File: config.mk
export PLATFORM = sky130hd
export DESIGN_NAME = cpbt_tone_gen
export DESIGN_NICKNAME = d
export VERILOG_FILES = /design/src/hw/rtl/cpbt_pkg.sv /design/src/hw/rtl/cpbt_tone_gen.sv
export SDC_FILE = /design/constraint.sdc
export NUM_CORES = 2
export LEC_CHECK = 0
export BUFFER_PORTS_ARGS = -buffer_cell sky130_fd_sc_hd__buf_2
export CORE_ASPECT_RATIO = 0.6
export CORE_MARGIN = 8
export CORE_UTILIZATION = 60
export DETAILED_ROUTE_END_ITERATION = 16
export PLACE_DENSITY = 0.76
export SLEW_MARGIN = 15
export SYNTH_ARGS = -nofsm -noshare
export SYNTH_HDL_FRONTEND = slang
export SYNTH_SLANG_ARGS = --single-unit
File: constraint.sdc
create_clock -name clock -period 17 [get_ports clock]
set_clock_uncertainty 0.05 [all_clocks]
set_input_delay 1.7 -clock clock [delete_from_list [all_inputs] [get_ports clock]]
set_output_delay 1.7 -clock clock [all_outputs]
set_load 0.03 [all_outputs]
File: src/hw/rtl/cpbt_pkg.sv
// ----------------------------------------------------------------------------
// cpbt_pkg
// Shared types and constants for the clip player with beep tone: op codes,
// tone request record, fixed-point constants of the sine and tone envelope.
// ----------------------------------------------------------------------------
package cpbt_pkg;

   // request op codes
   typedef enum logic [1:0] {
      OP_TICK   = 2'd0,
      OP_WRITE  = 2'd1,
      OP_COMMIT = 2'd2
   } op_type;

   // field widths
   localparam int LEN_W    = 17;
   localparam int FRAMES_W = 12;
   localparam int TERM_W   = 14;

   // beep control
   localparam logic [FRAMES_W-1:0] TONE_FRAMES = 12'd4000;
   localparam logic [31:0]         INC_HIGH    = 32'd98426334;  // 1100 Hz at 48 kHz
   localparam logic [31:0]         INC_LOW     = 32'd62634940;  // 700 Hz at 48 kHz
   localparam logic [7:0]          HIGH_LEVEL  = 8'd191;

   // clip gain, unsigned Q4.12
   localparam logic [15:0] GAIN_UNITY = 16'd4096;
   localparam logic [32:0] ROUND_BIAS = 33'd2048;

   // quarter-wave sine polynomial, Q14 argument
   localparam logic [14:0] SINE_QUARTER = 15'd16384;
   localparam logic [15:0] SINE_A       = 16'd51472;
   localparam logic [14:0] SINE_B       = 15'd21167;
   localparam logic [11:0] SINE_C       = 12'd2611;
   localparam logic [14:0] SINE_MAX     = 15'd32767;

   // envelope divide by 16000 via reciprocal, floor(2^27 / 16000)
   localparam logic [13:0] TONE_DIV   = 14'd16000;
   localparam logic [13:0] TONE_RECIP = 14'd8388;

   // register stages from tone request to tone term
   localparam int TONE_LAT = 11;

   // tone request handed from the front end to the tone pipeline
   typedef struct packed {
      logic [FRAMES_W-1:0] frames;
      logic [31:0]         phase;
   } tone_req_type;

endpackage

File: src/hw/rtl/cpbt_tone_gen.sv
// ----------------------------------------------------------------------------
// cpbt_tone_gen
// Beep tone pipeline: phase to table index, index to quarter-wave angle,
// polynomial sine, envelope scaling by frames left over 16000.
// ----------------------------------------------------------------------------
module cpbt_tone_gen #(
   parameter int SINE_ENTRIES = 1024
) (
   input  logic                                clock,
   input  logic                                adv,
   input  cpbt_pkg::tone_req_type              req,
   output logic signed [cpbt_pkg::TERM_W-1:0]  term
);
   import cpbt_pkg::*;

   localparam int IW         = $clog2(SINE_ENTRIES);
   localparam int NW         = $clog2(SINE_ENTRIES + 1);
   localparam int TURN_RECIP = (2 ** 28) / SINE_ENTRIES;
   localparam int MW         = $clog2(TURN_RECIP + 1);
   localparam int KW         = IW + MW;
   localparam int XW         = IW + 17;

   // stage registers
   logic [IW-1:0]       idx2_ff;
   logic [IW-1:0]       idx3_ff;
   logic [IW-1:0]       idx4_ff;
   logic [KW-1:0]       km_ff;
   logic [15:0]         q0_ff;
   logic [XW-1:0]       qn_ff;
   logic [14:0]         u_dly_ff [4];
   logic [14:0]         z2_6_ff;
   logic [14:0]         z2_7_ff;
   logic [14:0]         r2_ff;
   logic [15:0]         r4_ff;
   logic [14:0]         mag_ff;
   logic [26:0]         tprod_ff;
   logic [26:0]         tprod11_ff;
   logic [13:0]         qa_ff;
   logic signed [TERM_W-1:0] term_ff;
   logic [FRAMES_W-1:0] frames_dly_ff [8];
   logic                neg_dly_ff [7];

   // next values
   logic [32+NW-1:0]    ph_prod;
   logic [IW-1:0]       idx_in;
   logic [KW-1:0]       km_in;
   logic [15:0]         q0_in;
   logic [XW-1:0]       qn_in;
   logic [XW-1:0]       turn_x;
   logic [XW-1:0]       turn_rem;
   logic [15:0]         turn;
   logic [14:0]         u_in;
   logic                neg_in;
   logic [29:0]         uu_prod;
   logic [14:0]         z2_in;
   logic [26:0]         c_prod;
   logic [14:0]         r2_in;
   logic [29:0]         b_prod;
   logic [15:0]         r4_in;
   logic [30:0]         a_prod;
   logic [15:0]         r5;
   logic [14:0]         mag_in;
   logic [26:0]         tprod_in;
   logic [40:0]         recip_prod;
   logic [13:0]         qa_in;
   logic [26:0]         qa_back;
   logic [26:0]         env_rem;
   logic [13:0]         env_mag;
   logic signed [TERM_W-1:0] term_in;

   // table index, then angle = floor(index * 65536 / entries) with one correction
   always_comb begin
      ph_prod  = (32+NW)'(req.phase) * (32+NW)'(SINE_ENTRIES);
      idx_in   = ph_prod[32 +: IW];
      km_in    = KW'(idx2_ff) * KW'(TURN_RECIP);
      q0_in    = km_ff[12 +: 16];
      qn_in    = XW'(q0_in) * XW'(SINE_ENTRIES);
      turn_x   = XW'({idx4_ff, 16'b0});
      turn_rem = turn_x - qn_ff;
      turn     = (turn_rem >= XW'(SINE_ENTRIES)) ? q0_ff + 16'd1 : q0_ff;
      neg_in   = turn[15];
      u_in     = turn[14] ? (SINE_QUARTER - {1'b0, turn[13:0]}) : {1'b0, turn[13:0]};
   end

   // quarter-wave polynomial
   always_comb begin
      uu_prod = 30'(u_dly_ff[0]) * 30'(u_dly_ff[0]);
      z2_in   = uu_prod[28:14];
      c_prod  = 27'(SINE_C) * 27'(z2_6_ff);
      r2_in   = SINE_B - {3'b0, c_prod[25:14]};
      b_prod  = 30'(r2_ff) * 30'(z2_7_ff);
      r4_in   = SINE_A - {1'b0, b_prod[28:14]};
      a_prod  = 31'(r4_ff) * 31'(u_dly_ff[3]);
      r5      = a_prod[29:14];
      mag_in  = (r5 > {1'b0, SINE_MAX}) ? SINE_MAX : r5[14:0];
   end

   // envelope: magnitude * frames / 16000, truncated
   always_comb begin
      tprod_in   = 27'(mag_ff) * 27'(frames_dly_ff[7]);
      recip_prod = 41'(tprod_ff) * 41'(TONE_RECIP);
      qa_in      = recip_prod[40:27];
      qa_back    = 27'(qa_ff) * 27'(TONE_DIV);
      env_rem    = tprod11_ff - qa_back;
      env_mag    = (env_rem >= 27'(TONE_DIV)) ? qa_ff + 14'd1 : qa_ff;
      term_in    = neg_dly_ff[6] ? -$signed(env_mag) : $signed(env_mag);
   end

   // pipeline advance
   always_ff @(posedge clock) begin
      if (adv) begin
         idx2_ff          <= idx_in;
         idx3_ff          <= idx2_ff;
         km_ff            <= km_in;
         idx4_ff          <= idx3_ff;
         q0_ff            <= q0_in;
         qn_ff            <= qn_in;
         u_dly_ff[0]      <= u_in;
         neg_dly_ff[0]    <= neg_in;
         z2_6_ff          <= z2_in;
         z2_7_ff          <= z2_6_ff;
         r2_ff            <= r2_in;
         r4_ff            <= r4_in;
         mag_ff           <= mag_in;
         tprod_ff         <= tprod_in;
         tprod11_ff       <= tprod_ff;
         qa_ff            <= qa_in;
         term_ff          <= term_in;
         frames_dly_ff[0] <= req.frames;
         for (int i = 1; i < 8; i++) begin
            frames_dly_ff[i] <= frames_dly_ff[i-1];
         end
         for (int i = 1; i < 7; i++) begin
            neg_dly_ff[i] <= neg_dly_ff[i-1];
         end
         for (int i = 1; i < 4; i++) begin
            u_dly_ff[i] <= u_dly_ff[i-1];
         end
      end
   end

   assign term = term_ff;

endmodule

==> reports/metrics.cfg <==
[routing]
drc_errors=0
wl_per_cell_microns=16.7
ant_nets=0
vias=26500
wl_mm=82.4
drt_pre_antenna_iters=5
first_iter_violations=1938
viasPerCell=5.35

[synth]
ys_types=72
synthTopCellsByCount=inv_1 (752), ha_1 (634), fa_1 (626)
synth_top_area_share_pct=30.0
yosysMostFrequentCell=inv_1
async_flop_share_pct=0
seq_area_frac_synth_pct=23.3
syn_inst=3876
ys_seq_elements=325
yosys.area_share.simple_pct=10.6
synth_compound_area_share_pct=5.32
synth_xor_area_share_pct=3.70
ys_warn_count=0
syn_area_sq_um=41800
synth-edff-count=325
synth_top_family_by_area=adder cells
syn_avg_cell_area_sq_um=10.8
synthTopCellsByArea=fa_1 (30%), edfxtp_1 (23%), ha_1 (19%)
yosys_most_used_dff=edfxtp_1
yosysTopAreaCell=fa_1
synthAdderAreaFrac_pct=48.9
muxShareOfSynthArea_pct=0.395

[finish]
insertedDiodeCount=0
area_delta_synth_final_pct=6.72
drive_above_1_share_pct=3.13
fin_nets=5299
fin_area_sq_um=44600
final_util_pct=64.3

[sta]
worst_slack_ps=6950
setup_viol=0
worst_pin_slew_ps=1050
slew-limit-headroom_pct=30.3
rsz0062_at_grt=no
drv_slew=0
final-hold-violation-count=0
min_period_ps=10050
fmax_mhz=99.5
fin_crit_sh_pct=59.1
totalNegativeSetupSlack_ps=0

[status]
status=completed

[placed_design]
place_hpwl_mm=66.1
place_ws_ps=7170
place_congestion=0.887
io_buffer_count=37
placed_area_sq_um=43300

[critical_path]
slowest_delay_ps=650
path_common_cell=a21oi_1
cp.required_ps=17260
startpoint_type=register
cp_slowest_cell=edfxtp_1
end_kind=register
cp_max_fo=21
crit_type=reg2reg
worstPathArrival_ps=10310

[clock_network]
clockBufferDepth=3
post_cts_resized=0
clk_pin_slew_ps=70
tritoncts=done
hold_buffers=0
htree_levels=2
post-cts-setup-buffers=0
cts_inserted_buffers=38
clock_latency_ps=580
cts-root-buf=clkbuf_16
cts_sinks=325

[die]
floorplan.rows=75
core_sq_um=69400
die_w_microns=357
fp.dieH_microns=220
start_util_pct=60.2
ios=60
die_area_sq_um=78700

[global_routing]
grt_max_degree=96
grt_pass1_vias=28000
grt.total_usage_pct=22.2
grt_overflow=0
antenna_found_initial=0
grt_pass1_wl_mm=142

[run]
maxCapViolCount=0

[hold_path]
hp-class=reg2reg

==> through the flow <==
| stage | instances | hold slack [ps] |
|---|---|---|
| after global routing | 4946 | 368 |
| after detailed placement | 4877 | 355 |
| after floorplan | 4006 | 350 |
| after CTS | 4946 | 363 |
| after global placement | 4877 | 350 |
| final | 4946 | 360 |
==> per-layer routing <==
metal | share of wire, % | global-route usage (%)
met3 | 7.6 | 4.07
met4 | 1.2 | 3.61
met2 | 42 | 33.6
met5 | 0 | 0
met1 | 49 | 34.0
==> kinds of logic after synthesis <==
logic type	count (synthesis)
AOI/OAI and AO/OA	340
other	2
adders and majority gates	1260
muxes	16
buffers and inverters	847
and+or+nand+nor	911
DFF	325
xor gates and xnor gates	175
==> registers in the layout, summed over array words and instances (netlist names) <==
| register | flops |
|---|---|
| z2_6_ff | 15 |
| idx3_ff | 10 |
| frames_dly_ff | 96 |
| term | 14 |
| idx2_ff | 10 |
| u_dly_ff | 36 |
| mag_ff | 15 |
| neg_dly_ff | 7 |
| r4_ff | 16 |
| r2_ff | 13 |
| z2_7_ff | 15 |
| tprod11_ff | 27 |
| qa_ff | 14 |
| tprod_ff | 27 |
| qn_ff | 10 |
==> layout by cell type (no fill, tap or decap), types with 6 or more instances in the layout <==
cell type  synthesis  layout
a211oi_1          14      14
a21boi_0           7       7
a21o_1            38      38
a21oi_1           95      95
a31oi_1           17      17
and2_1           220     220
and3_1            14      14
buf_2              1      36
bufinv_16          0       6
clkbuf_16          0      39
clkinv_1           0       7
clkinv_2           0       6
conb_1             2     132
edfxtp_1         325     325
fa_1             626     626
ha_1             634     634
inv_1            752     752
mux2i_1           12      12
nand2_1          403     403
nand2b_1          41      41
nand3_1           25      25
nand4_1           15      15
nor2_1            84      84
nor2b_1           26      26
nor3_1            35      35
nor3b_1            6       6
nor4_1             8       8
o2111ai_1          6       6
o211ai_1           9       9
o21a_1            22      22
o21ai_0           65      65
o21bai_1          11      11
or2_2              8       8
or3_1             15      15
xnor2_1          119     118
xor2_1            54      54
==> layout make-up <==
class,instances,area [sq um]
flip-flops and latches,325,9760
inverters,752,2820
well taps,924,1160
multi-input cells,2834,29400
clock inverters,26,307
repair buffers,42,233
clock buffers,43,991
fillers,5437,24800
==> worst max-delay path, delay by kind of cell (launching register included) <==
kind / cells / cell delay, ps
XOR/XNOR: 2 / 180
flip-flops: 1 / 650
buffers and inverters: 3 / 520
multiplexers: 1 / 270
AO/OA/AOI/OAI: 18 / 3600
adder cells (fa/ha/maj): 7 / 2950
AND/OR/NAND/NOR: 6 / 1560
==> final timing paths <==
| kind | slack [ps] | cells after the start | endpoint | start |
|---|---|---|---|---|
| min reg2reg | 360 | 0 | frames_dly_ff[1][45] | frames_dly_ff[1][33] |
| max | 6950 | 37 | term[10] | qa_ff[2] |
| max reg2reg | 6950 | 37 | term[10] | qa_ff[2] |
| min | 360 | 0 | frames_dly_ff[1][45] | frames_dly_ff[1][33] |
Power is not shown: default switching activity piles up to over one toggle a cycle in this logic, so the estimate is an artifact.
